===== config.mk =====
export PLATFORM = sky130hd
export DESIGN_NAME = gray_code_pattern_pixel_decoder
export DESIGN_NICKNAME = d
export VERILOG_FILES = /design/src/sv/gcpd_pkg.sv /design/src/sv/gcpd_front.sv /design/src/sv/gcpd_queue.sv /design/src/sv/gcpd_back.sv /design/src/sv/gray_code_pattern_pixel_decoder.sv
export SDC_FILE = /design/constraint.sdc
export NUM_CORES = 1
export LEC_CHECK = 0
export ABC_AREA = 0
export BUFFER_PORTS_ARGS = -buffer_cell sky130_fd_sc_hd__buf_2
export CORE_MARGIN = 2
export CORE_UTILIZATION = 40
export CTS_CLUSTER_DIAMETER = 40
export DETAILED_ROUTE_END_ITERATION = 8
export GPL_TIMING_DRIVEN = 1
export PLACE_DENSITY = 0.55
export SLEW_MARGIN = 20
export SYNTH_ARGS = -nofsm -noshare
export SYNTH_HDL_FRONTEND = slang
export SYNTH_SLANG_ARGS = --single-unit
export TNS_END_PERCENT = 100

===== constraint.sdc =====
create_clock -name clk -period 7.5 [get_ports clk]
set_input_delay 0.75 -clock clk [delete_from_list [all_inputs] [get_ports clk]]
set_output_delay 0.75 -clock clk [all_outputs]
set_load 0.005 [all_outputs]

===== src/sv/gcpd_pkg.sv =====
// Shared types, codes and reset values for the Gray code pixel decoder.
package gcpd_pkg;

    localparam int MAX_CODE_BITS_DEF = 12;
    localparam int SAMPLE_BITS_DEF   = 8;

    localparam int CFG_IDX_W  = 3;
    localparam int CFG_DATA_W = 13;
    localparam int COORD_W    = 13;
    localparam int STATUS_W   = 2;
    localparam int ERR_W      = 4;

    typedef enum logic [CFG_IDX_W-1:0] {
        REG_BLACK_THR   = 3'd0,
        REG_WHITE_THR   = 3'd1,
        REG_COL_BITS    = 3'd2,
        REG_ROW_BITS    = 3'd3,
        REG_COL_OFFSET  = 3'd4,
        REG_ROW_OFFSET  = 3'd5,
        REG_PROJ_WIDTH  = 3'd6,
        REG_PROJ_HEIGHT = 3'd7
    } cfg_index_t;

    typedef enum logic [STATUS_W-1:0] {
        ST_VALID      = 2'd0,
        ST_SHADOW     = 2'd1,
        ST_RANGE      = 2'd2,
        ST_UNRELIABLE = 2'd3
    } status_t;

    localparam logic [ERR_W-1:0] ERR_NONE  = 4'd0;
    localparam logic [ERR_W-1:0] ERR_RANGE = 4'd1;
    localparam logic [ERR_W-1:0] ERR_MAX   = 4'd15;

    typedef struct packed {
        logic [7:0]  black_thr;
        logic [7:0]  white_thr;
        logic [3:0]  col_bits;
        logic [3:0]  row_bits;
        logic [11:0] col_offset;
        logic [11:0] row_offset;
        logic [12:0] proj_width;
        logic [12:0] proj_height;
    } cfg_t;

    localparam cfg_t CFG_RESET = '{
        black_thr:   8'd40,
        white_thr:   8'd5,
        col_bits:    4'd10,
        row_bits:    4'd10,
        col_offset:  12'd0,
        row_offset:  12'd0,
        proj_width:  13'd1024,
        proj_height: 13'd768
    };

endpackage


===== src/sv/gcpd_front.sv =====
// Front end: takes intensity pairs, tracks the pixel and builds the binary codes.
module gcpd_front #(
    parameter int MAX_CODE_BITS = gcpd_pkg::MAX_CODE_BITS_DEF,
    parameter int SAMPLE_BITS   = gcpd_pkg::SAMPLE_BITS_DEF,
    parameter int WORD_W        = 2 * MAX_CODE_BITS + 1 + gcpd_pkg::ERR_W
) (
    input  logic                   clk,
    input  logic                   rst_n,
    input  gcpd_pkg::cfg_t         cfg,
    input  logic                   in_accept,
    input  logic                   first_of_pixel,
    input  logic [SAMPLE_BITS-1:0] sample_a,
    input  logic [SAMPLE_BITS-1:0] sample_b,
    output logic                   push,
    output logic [WORD_W-1:0]      push_data
);
    import gcpd_pkg::*;

    localparam int MCB = MAX_CODE_BITS;
    localparam int BW  = (MCB > 15) ? 5 : 4;
    localparam int PW  = $clog2(2 * MCB + 1);
    localparam int EW  = PW + 2;
    localparam int DW  = SAMPLE_BITS + 1;

    logic [PW-1:0]    pair_reg, pair_next;
    logic             lit_reg, lit_next;
    logic [MCB-1:0]   col_acc_reg, col_acc_next;
    logic [MCB-1:0]   row_acc_reg, row_acc_next;
    logic             prev_reg, prev_next;
    logic [ERR_W-1:0] err_reg, err_next;

    logic signed [DW-1:0] diff, adiff;
    logic [BW-1:0]        cb, rb;
    logic [PW-1:0]        k_full, k, n;
    logic                 is_row, prev_bit, gray, bin, last;
    logic signed [EW-1:0] nk, code;
    logic [ERR_W-1:0]     err_upd;

    function automatic logic [BW-1:0] eff_bits(input logic [3:0] bits);
        logic [BW-1:0] v;
        v = BW'(bits);
        if (v == '0)
            return BW'(1);
        else if (v > BW'(MCB))
            return BW'(MCB);
        return v;
    endfunction

    always_comb
    begin
        diff   = $signed({1'b0, sample_a}) - $signed({1'b0, sample_b});
        adiff  = (diff < 0) ? -diff : diff;
        gray   = sample_a > sample_b;
        cb     = eff_bits(cfg.col_bits);
        rb     = eff_bits(cfg.row_bits);
        k_full = pair_reg - PW'(1);
        is_row = k_full >= PW'(cb);
        k      = is_row ? (k_full - PW'(cb)) : k_full;
        n      = is_row ? PW'(rb) : PW'(cb);
        // row phase restarts the Gray-to-binary chain
        prev_bit = (is_row && (k == '0)) ? 1'b0 : prev_reg;
        bin      = prev_bit ^ gray;

        nk   = $signed(EW'(n)) - $signed(EW'(k));
        code = nk + EW'(1);
        err_upd = err_reg;
        if ((adiff < $signed(DW'(cfg.white_thr))) && ($signed(EW'(err_reg)) < nk))
        begin
            if (code > $signed(EW'(ERR_MAX)))
                err_upd = ERR_MAX;
            else
                err_upd = code[ERR_W-1:0];
        end

        last = is_row && !((k + PW'(1)) < PW'(rb));

        pair_next    = pair_reg;
        lit_next     = lit_reg;
        col_acc_next = col_acc_reg;
        row_acc_next = row_acc_reg;
        prev_next    = prev_reg;
        err_next     = err_reg;
        push         = 1'b0;

        if (in_accept)
        begin
            if (first_of_pixel)
            begin
                lit_next     = diff > $signed(DW'(cfg.black_thr));
                pair_next    = PW'(1);
                col_acc_next = '0;
                row_acc_next = '0;
                prev_next    = 1'b0;
                err_next     = ERR_NONE;
            end
            else if (pair_reg != '0)
            begin
                err_next  = err_upd;
                prev_next = bin;
                if (is_row)
                    row_acc_next = {row_acc_reg[MCB-2:0], bin};
                else
                    col_acc_next = {col_acc_reg[MCB-2:0], bin};
                if (last)
                begin
                    pair_next = '0;
                    push      = 1'b1;
                end
                else
                begin
                    pair_next = pair_reg + PW'(1);
                end
            end
        end

        push_data = {lit_reg, col_acc_next, row_acc_next, err_next};
    end

    always_ff @(posedge clk or negedge rst_n)
    begin
        if (!rst_n)
        begin
            pair_reg    <= '0;
            lit_reg     <= 1'b0;
            col_acc_reg <= '0;
            row_acc_reg <= '0;
            prev_reg    <= 1'b0;
            err_reg     <= ERR_NONE;
        end
        else
        begin
            pair_reg    <= pair_next;
            lit_reg     <= lit_next;
            col_acc_reg <= col_acc_next;
            row_acc_reg <= row_acc_next;
            prev_reg    <= prev_next;
            err_reg     <= err_next;
        end
    end

endmodule


===== src/sv/gcpd_queue.sv =====
// Two-entry queue between front and back ends.
module gcpd_queue #(
    parameter int WIDTH = 8
) (
    input  logic             clk,
    input  logic             rst_n,
    input  logic             push,
    input  logic [WIDTH-1:0] push_data,
    input  logic             pop,
    output logic             q_valid,
    output logic [WIDTH-1:0] q_data,
    output logic             full
);
    import gcpd_pkg::*;

    logic [WIDTH-1:0] mem_reg [2];
    logic             wr_ptr_reg, rd_ptr_reg;
    logic [1:0]       count_reg, count_next;

    assign q_valid = count_reg != 2'd0;
    assign full    = count_reg == 2'd2;
    assign q_data  = mem_reg[rd_ptr_reg];

    always_comb
    begin
        count_next = count_reg;
        if (push && !(pop && q_valid))
            count_next = count_reg + 2'd1;
        else if (!push && pop && q_valid)
            count_next = count_reg - 2'd1;
    end

    always_ff @(posedge clk)
    begin
        if (push)
            mem_reg[wr_ptr_reg] <= push_data;
    end

    always_ff @(posedge clk or negedge rst_n)
    begin
        if (!rst_n)
        begin
            wr_ptr_reg <= 1'b0;
            rd_ptr_reg <= 1'b0;
            count_reg  <= 2'd0;
        end
        else
        begin
            if (push)
                wr_ptr_reg <= ~wr_ptr_reg;
            if (pop && q_valid)
                rd_ptr_reg <= ~rd_ptr_reg;
            count_reg <= count_next;
        end
    end

endmodule


===== src/sv/gcpd_back.sv =====
// Back end: offset subtraction, range check, status and the output register.
module gcpd_back #(
    parameter int MAX_CODE_BITS = gcpd_pkg::MAX_CODE_BITS_DEF,
    parameter int WORD_W        = 2 * MAX_CODE_BITS + 1 + gcpd_pkg::ERR_W
) (
    input  logic                                    clk,
    input  logic                                    rst_n,
    input  gcpd_pkg::cfg_t                          cfg,
    input  logic                                    q_valid,
    input  logic [WORD_W-1:0]                       q_data,
    output logic                                    pop,
    output logic                                    out_valid,
    input  logic                                    out_stall,
    output logic signed [gcpd_pkg::COORD_W-1:0]     proj_col,
    output logic signed [gcpd_pkg::COORD_W-1:0]     proj_row,
    output logic [gcpd_pkg::STATUS_W-1:0]           status,
    output logic [gcpd_pkg::ERR_W-1:0]              error_level
);
    import gcpd_pkg::*;

    localparam int MCB = MAX_CODE_BITS;
    localparam int DW  = (MCB + 1 > 14) ? MCB + 1 : 14;

    logic             lit;
    logic [MCB-1:0]   col_acc, row_acc;
    logic [ERR_W-1:0] err_in, err_out;
    logic signed [DW-1:0] xd, yd;
    status_t          st;

    logic                      valid_reg;
    logic signed [COORD_W-1:0] col_reg, col_next;
    logic signed [COORD_W-1:0] row_reg, row_next;
    logic [STATUS_W-1:0]       status_reg, status_next;
    logic [ERR_W-1:0]          err_reg, err_next;

    assign {lit, col_acc, row_acc, err_in} = q_data;
    assign pop = q_valid && (!valid_reg || !out_stall);

    always_comb
    begin
        xd = $signed(DW'(col_acc)) - $signed(DW'(cfg.col_offset));
        yd = $signed(DW'(row_acc)) - $signed(DW'(cfg.row_offset));
        err_out = err_in;
        if ((err_in == ERR_NONE) &&
            ((yd > $signed(DW'(cfg.proj_height))) || (xd > $signed(DW'(cfg.proj_width)))))
            err_out = ERR_RANGE;
        if (err_out == ERR_NONE)
            st = ST_VALID;
        else if (err_out == ERR_RANGE)
            st = ST_RANGE;
        else
            st = ST_UNRELIABLE;

        if (lit)
        begin
            col_next    = xd[COORD_W-1:0];
            row_next    = yd[COORD_W-1:0];
            status_next = st;
            err_next    = err_out;
        end
        else
        begin
            col_next    = '0;
            row_next    = '0;
            status_next = ST_SHADOW;
            err_next    = ERR_NONE;
        end
    end

    always_ff @(posedge clk)
    begin
        if (pop)
        begin
            col_reg    <= col_next;
            row_reg    <= row_next;
            status_reg <= status_next;
            err_reg    <= err_next;
        end
    end

    always_ff @(posedge clk or negedge rst_n)
    begin
        if (!rst_n)
            valid_reg <= 1'b0;
        else if (pop)
            valid_reg <= 1'b1;
        else if (!out_stall)
            valid_reg <= 1'b0;
    end

    assign out_valid   = valid_reg;
    assign proj_col    = col_reg;
    assign proj_row    = row_reg;
    assign status      = status_reg;
    assign error_level = err_reg;

endmodule


===== src/sv/gray_code_pattern_pixel_decoder.sv =====
// Top level of the structured-light Gray code pixel decoder.
//
// Input channel (in_valid / in_stall) moves one word per pixel pair:
// first_of_pixel marks the white/black reference pair, then come the
// column pairs and the row pairs, MSB first. While in_stall is low, one
// word is accepted per cycle; the front end needs only a subtract, a
// compare and an XOR per pair, so the sustained rate is one pair per
// clock. The last row pair of a pixel produces one result word on the
// output channel (out_valid / out_stall). After that pair is accepted,
// the front end writes the finished codes into the queue, and the back
// end's offset subtract and range compare then load the output register,
// which raises out_valid.
// When the receiver stalls, the output register holds its word and the
// two-entry queue absorbs finished pixels; in_stall rises only once the
// queue is full, so pairs that finish no pixel keep flowing until then.
// Configuration: cfg_valid / cfg_ready with cfg_index and cfg_data;
// cfg_ready is always high. Write only while no result is pending.
// Reset (rst_n low, asynchronous): registers take their default values,
// no pixel is in progress, queue and output register are empty.
module gray_code_pattern_pixel_decoder #(
    parameter int MAX_CODE_BITS = gcpd_pkg::MAX_CODE_BITS_DEF,
    parameter int SAMPLE_BITS   = gcpd_pkg::SAMPLE_BITS_DEF
) (
    input  logic                                 clk,
    input  logic                                 rst_n,
    // pair input
    input  logic                                 in_valid,
    output logic                                 in_stall,
    input  logic                                 first_of_pixel,
    input  logic [SAMPLE_BITS-1:0]               sample_a,
    input  logic [SAMPLE_BITS-1:0]               sample_b,
    // result output
    output logic                                 out_valid,
    input  logic                                 out_stall,
    output logic signed [gcpd_pkg::COORD_W-1:0]  proj_col,
    output logic signed [gcpd_pkg::COORD_W-1:0]  proj_row,
    output logic [gcpd_pkg::STATUS_W-1:0]        status,
    output logic [gcpd_pkg::ERR_W-1:0]           error_level,
    // register writes
    input  logic                                 cfg_valid,
    output logic                                 cfg_ready,
    input  logic [gcpd_pkg::CFG_IDX_W-1:0]       cfg_index,
    input  logic [gcpd_pkg::CFG_DATA_W-1:0]      cfg_data
);
    import gcpd_pkg::*;

    // queue word: lit flag, column code, row code, error code
    localparam int WORD_W = 2 * MAX_CODE_BITS + 1 + ERR_W;

    cfg_t              cfg_reg;
    logic              in_accept;
    logic              push, pop, q_valid, q_full;
    logic [WORD_W-1:0] push_data, q_data;

    assign cfg_ready = 1'b1;
    assign in_stall  = q_full;
    assign in_accept = in_valid && !in_stall;

    // register file, written by index
    always_ff @(posedge clk or negedge rst_n)
    begin
        if (!rst_n)
            cfg_reg <= CFG_RESET;
        else if (cfg_valid && cfg_ready)
        begin
            unique case (cfg_index_t'(cfg_index))
                REG_BLACK_THR:   cfg_reg.black_thr   <= cfg_data[7:0];
                REG_WHITE_THR:   cfg_reg.white_thr   <= cfg_data[7:0];
                REG_COL_BITS:    cfg_reg.col_bits    <= cfg_data[3:0];
                REG_ROW_BITS:    cfg_reg.row_bits    <= cfg_data[3:0];
                REG_COL_OFFSET:  cfg_reg.col_offset  <= cfg_data[11:0];
                REG_ROW_OFFSET:  cfg_reg.row_offset  <= cfg_data[11:0];
                REG_PROJ_WIDTH:  cfg_reg.proj_width  <= cfg_data[12:0];
                REG_PROJ_HEIGHT: cfg_reg.proj_height <= cfg_data[12:0];
                default:         cfg_reg             <= cfg_reg;
            endcase
        end
    end

    gcpd_front #(
        .MAX_CODE_BITS (MAX_CODE_BITS),
        .SAMPLE_BITS   (SAMPLE_BITS),
        .WORD_W        (WORD_W)
    ) u_front (
        .clk            (clk),
        .rst_n          (rst_n),
        .cfg            (cfg_reg),
        .in_accept      (in_accept),
        .first_of_pixel (first_of_pixel),
        .sample_a       (sample_a),
        .sample_b       (sample_b),
        .push           (push),
        .push_data      (push_data)
    );

    gcpd_queue #(
        .WIDTH (WORD_W)
    ) u_queue (
        .clk       (clk),
        .rst_n     (rst_n),
        .push      (push),
        .push_data (push_data),
        .pop       (pop),
        .q_valid   (q_valid),
        .q_data    (q_data),
        .full      (q_full)
    );

    gcpd_back #(
        .MAX_CODE_BITS (MAX_CODE_BITS),
        .WORD_W        (WORD_W)
    ) u_back (
        .clk         (clk),
        .rst_n       (rst_n),
        .cfg         (cfg_reg),
        .q_valid     (q_valid),
        .q_data      (q_data),
        .pop         (pop),
        .out_valid   (out_valid),
        .out_stall   (out_stall),
        .proj_col    (proj_col),
        .proj_row    (proj_row),
        .status      (status),
        .error_level (error_level)
    );

endmodule

==> impl_metrics.py <==
metrics = {
    "floorplan": {
        "dieWidth_um": 174,
        "die_area_um2": 30300,
        "core_area_um2": 28600,
        "rows": 62,
        "die_y_um": 174,
        "start_util": 0.404,
        "pin_count": 73,
    },
    "flow_run": {
        "maxCapViolCount": 0,
    },
    "timing": {
        "maxSlewViolCount": 0,
        "setup_tns_ps": 0,
        "timing.fmax_mhz": 178,
        "relSlewSlack": 0.368,
        "worstMarginPinSlew_ps": 948,
        "hold_viol_final": 0,
        "grt_setup_unrepaired": "no",
        "skew_ps": 20.2,
        "setup_viol": 0,
        "period_share": 0.747,
        "period_needed_ps": 5600,
    },
    "power": {
        "power_frac_comb": 0.566,
        "switchingPower_w": 0.00308,
        "ir_drop_uv": 278,
        "power.total_w": 0.00740,
        "p_leak_nw": 5.80,
        "seqPwrFrac": 0.222,
        "powerDensity_nw_per_um2": 546,
        "p_int_w": 0.00432,
        "swShare": 0.416,
        "pwr-share-clk": 0.212,
    },
    "synth": {
        "netlist_top_cells_area": "edfxtp_1, dfrtp_1, ha_1",
        "synth_fa_ha_area_frac": 0.106,
        "synth_nets": 1198,
        "synth_xor_area_frac": 0.0424,
        "async_flop_share": 0.559,
        "ys_seq_elements": 204,
        "synth_ff_type": "dfrtp_1",
        "synth_area_um2": 11600,
        "synth-edff-count": 90,
        "yosysSeqAreaShare": 0.481,
        "synth_top_cell_by_area": "edfxtp_1",
        "synth-compound-area-share": 0.130,
        "syn_avg_cell_area_um2": 10.9,
        "synthMuxAreaShare": 0.0781,
        "synth.most_common_cell": "inv_1",
        "synth.distinct_cells": 75,
        "yosysTopAreaCellShare": 0.234,
        "synth-simple-area-share": 0.114,
        "synth_warnings": 0,
        "synth_top_family_by_area": "compound AO/OA/AOI/OAI gates",
        "synth_commonest_cells": "inv_1, dfrtp_1, ha_1",
        "synth_cells": 1065,
    },
    "cts": {
        "clkLatencyLatePin_ps": 510,
        "hold_buffers": 0,
        "cts_tree": "done",
        "postCtsSetupBuffers": 0,
        "clock-sinks": 204,
        "clockBufferDepth": 3,
        "root_buffer": "clkbuf_16",
        "clk_pin_slew_ps": 50,
        "htreeDepth": 2,
        "cts_buffers": 34,
        "cts_resized": 0,
    },
    "detailed_routing": {
        "avgRoutedWirePerCell_um": 16.7,
        "dr.pass1.iters": 5,
        "drc_errors": 0,
        "first_iter_violations": 425,
        "via_per_inst": 5.11,
        "antenna_left": 0,
        "routed_wl_um": 26100,
        "vias": 7978,
    },
    "grt": {
        "grt_max_degree": 68,
        "grt_pass1_vias": 8093,
        "gr-total-overflow": 0,
        "grt_pass1_wl_um": 43200,
        "antenna_found_initial": 0,
        "grtUsageTotal": 0.179,
    },
    "place": {
        "dp.final_hpwl_um": 18500,
        "place.gp.congestion": 0.843,
        "io_buffers": 71,
        "post_dp_cell_area_um2": 12400,
    },
    "finish": {
        "syn2layout_area_growth_pct": 17.1,
        "largest_reg_flops": 74,
        "post-route-util": 0.473,
        "layout-drive-gt1-share": 0.206,
        "finalNetCount": 1285,
        "stdcell_area_um2": 13500,
        "antenna_cells": 0,
    },
    "critical_path": {
        "critPathMostFrequentCell": "ha_1",
        "regToRegStartpoint": "u_front.pair_reg[0]",
        "cp.required_ps": 7810,
        "cp_max_fo": 15,
        "critPathSlowestCell": "or3_1",
        "slowest_delay_ps": 490,
        "crit_path_end_kind": "register",
        "crit_type": "reg -> reg",
        "cp.arrival_ps": 5920,
        "start_kind": "register",
        "crit_path_start": "u_front.pair_reg[0]",
        "crit_chain": "inv_1, ha_1, xor2_1, ha_1, a21oi_1, nand2_1, a211o_1, mux2_2, inv_1, ha_1, or2_2, o2111ai_2, ha_1, o21ai_0, nand2b_1, a21oi_1, o2111ai_1, or3_1, o211ai_1",
    },
    "outcome": {
        "status": "finished, final reports clean",
    },
    "hold_path": {
        "hp-class": "in -> async",
    },
}
cell families after synthesis:
family,Yosys count
other cells,1
mux,80
xor+xnor,53
simple gates,260
buf+inv,138
flops,204
compound gates,233
fa+ha+maj,96
power groups by stage:
| stage | clock [W] | combinational [W] | sequential, W |
|---|---|---|---|
| 3_3_place_gp | 0 | 0.00415 | 0.00166 |
| 4_1_cts | 0.00161 | 0.00419 | 0.00165 |
| 6_report | 0.00157 | 0.00419 | 0.00164 |
| 2_1_floorplan | 0 | 0.00330 | 0.00161 |
| 3_5_place_dp | 0 | 0.00417 | 0.00167 |
| 5_1_grt | 0.00165 | 0.00473 | 0.00168 |
worst max-delay path, delay by kind of cell (launching register included):
kind / cells / cell delay [ps]
xor+xnor: 1 / 350
mux: 1 / 330
flops: 1 / 470
simple gates: 4 / 1080
buf+inv: 2 / 200
fa+ha+maj: 4 / 1310
compound gates: 7 / 1660
per-layer routing:
layer / track usage / wire length (µm) / vias up / share of wire
li1: - / - / 3987 / -
met1: 0.242 / 12300 / 3790 / 0.47
met2: 0.293 / 12000 / 159 / 0.46
met3: 0.0302 / 1110 / 42 / 0.043
met4: 0.0602 / 687 / 0 / 0.026
met5: 0 / 0 / - / 0
worst paths after layout:
kind	endpoint	slack, ps	depth (start not counted)
setup / recovery	u_queue.mem_reg[0][1]	1900	19
hold / removal	cfg_reg[10]	380	1
setup reg to reg	u_queue.mem_reg[0][1]	1900	19
hold reg to reg	cfg_reg[7]	500	1
max in group asynchronous	cfg_reg[14]	5890	2
min in group clk	cfg_reg[7]	500	1
area by class of cell:
cell class                 count  area (µm²)
tap                          384         480
clock inverter                20         268
fill                        2707       15100
sequential                   204        5570
inverter                     106         398
multi-input combinational    723        5490
clock buffer                  41         877
timing repair buffer          83         468
per-stage QoR:
stage | setup slack, ps | hold slack (ps) | std cells
floorplan | 2110 | 442 | 1065
global placement | 2070 | 477 | 1499
detailed placement | 1930 | 492 | 1499
CTS | 1920 | 415 | 1560
global route | 1410 | 455 | 1561
finish | 1900 | 377 | 1561
cell usage in the layout, fill, tap and decap left out, types with 12 or more instances in the layout:
cell,Yosys,layout
nand4_1,12,12
a21o_1,15,15
a21oi_1,42,41
nor3_1,19,18
xor2_1,20,20
buf_4,1,12
nor2_1,47,46
edfxtp_1,90,90
buf_2,0,70
mux2_2,72,72
o21ai_0,77,77
a22oi_1,27,27
nor2b_1,30,30
nand2_1,90,90
inv_1,106,106
xnor2_1,31,31
clkbuf_16,0,34
ha_1,91,91
dfrtp_1,103,103
No activity file was read; power rests on OpenSTA's default activity.
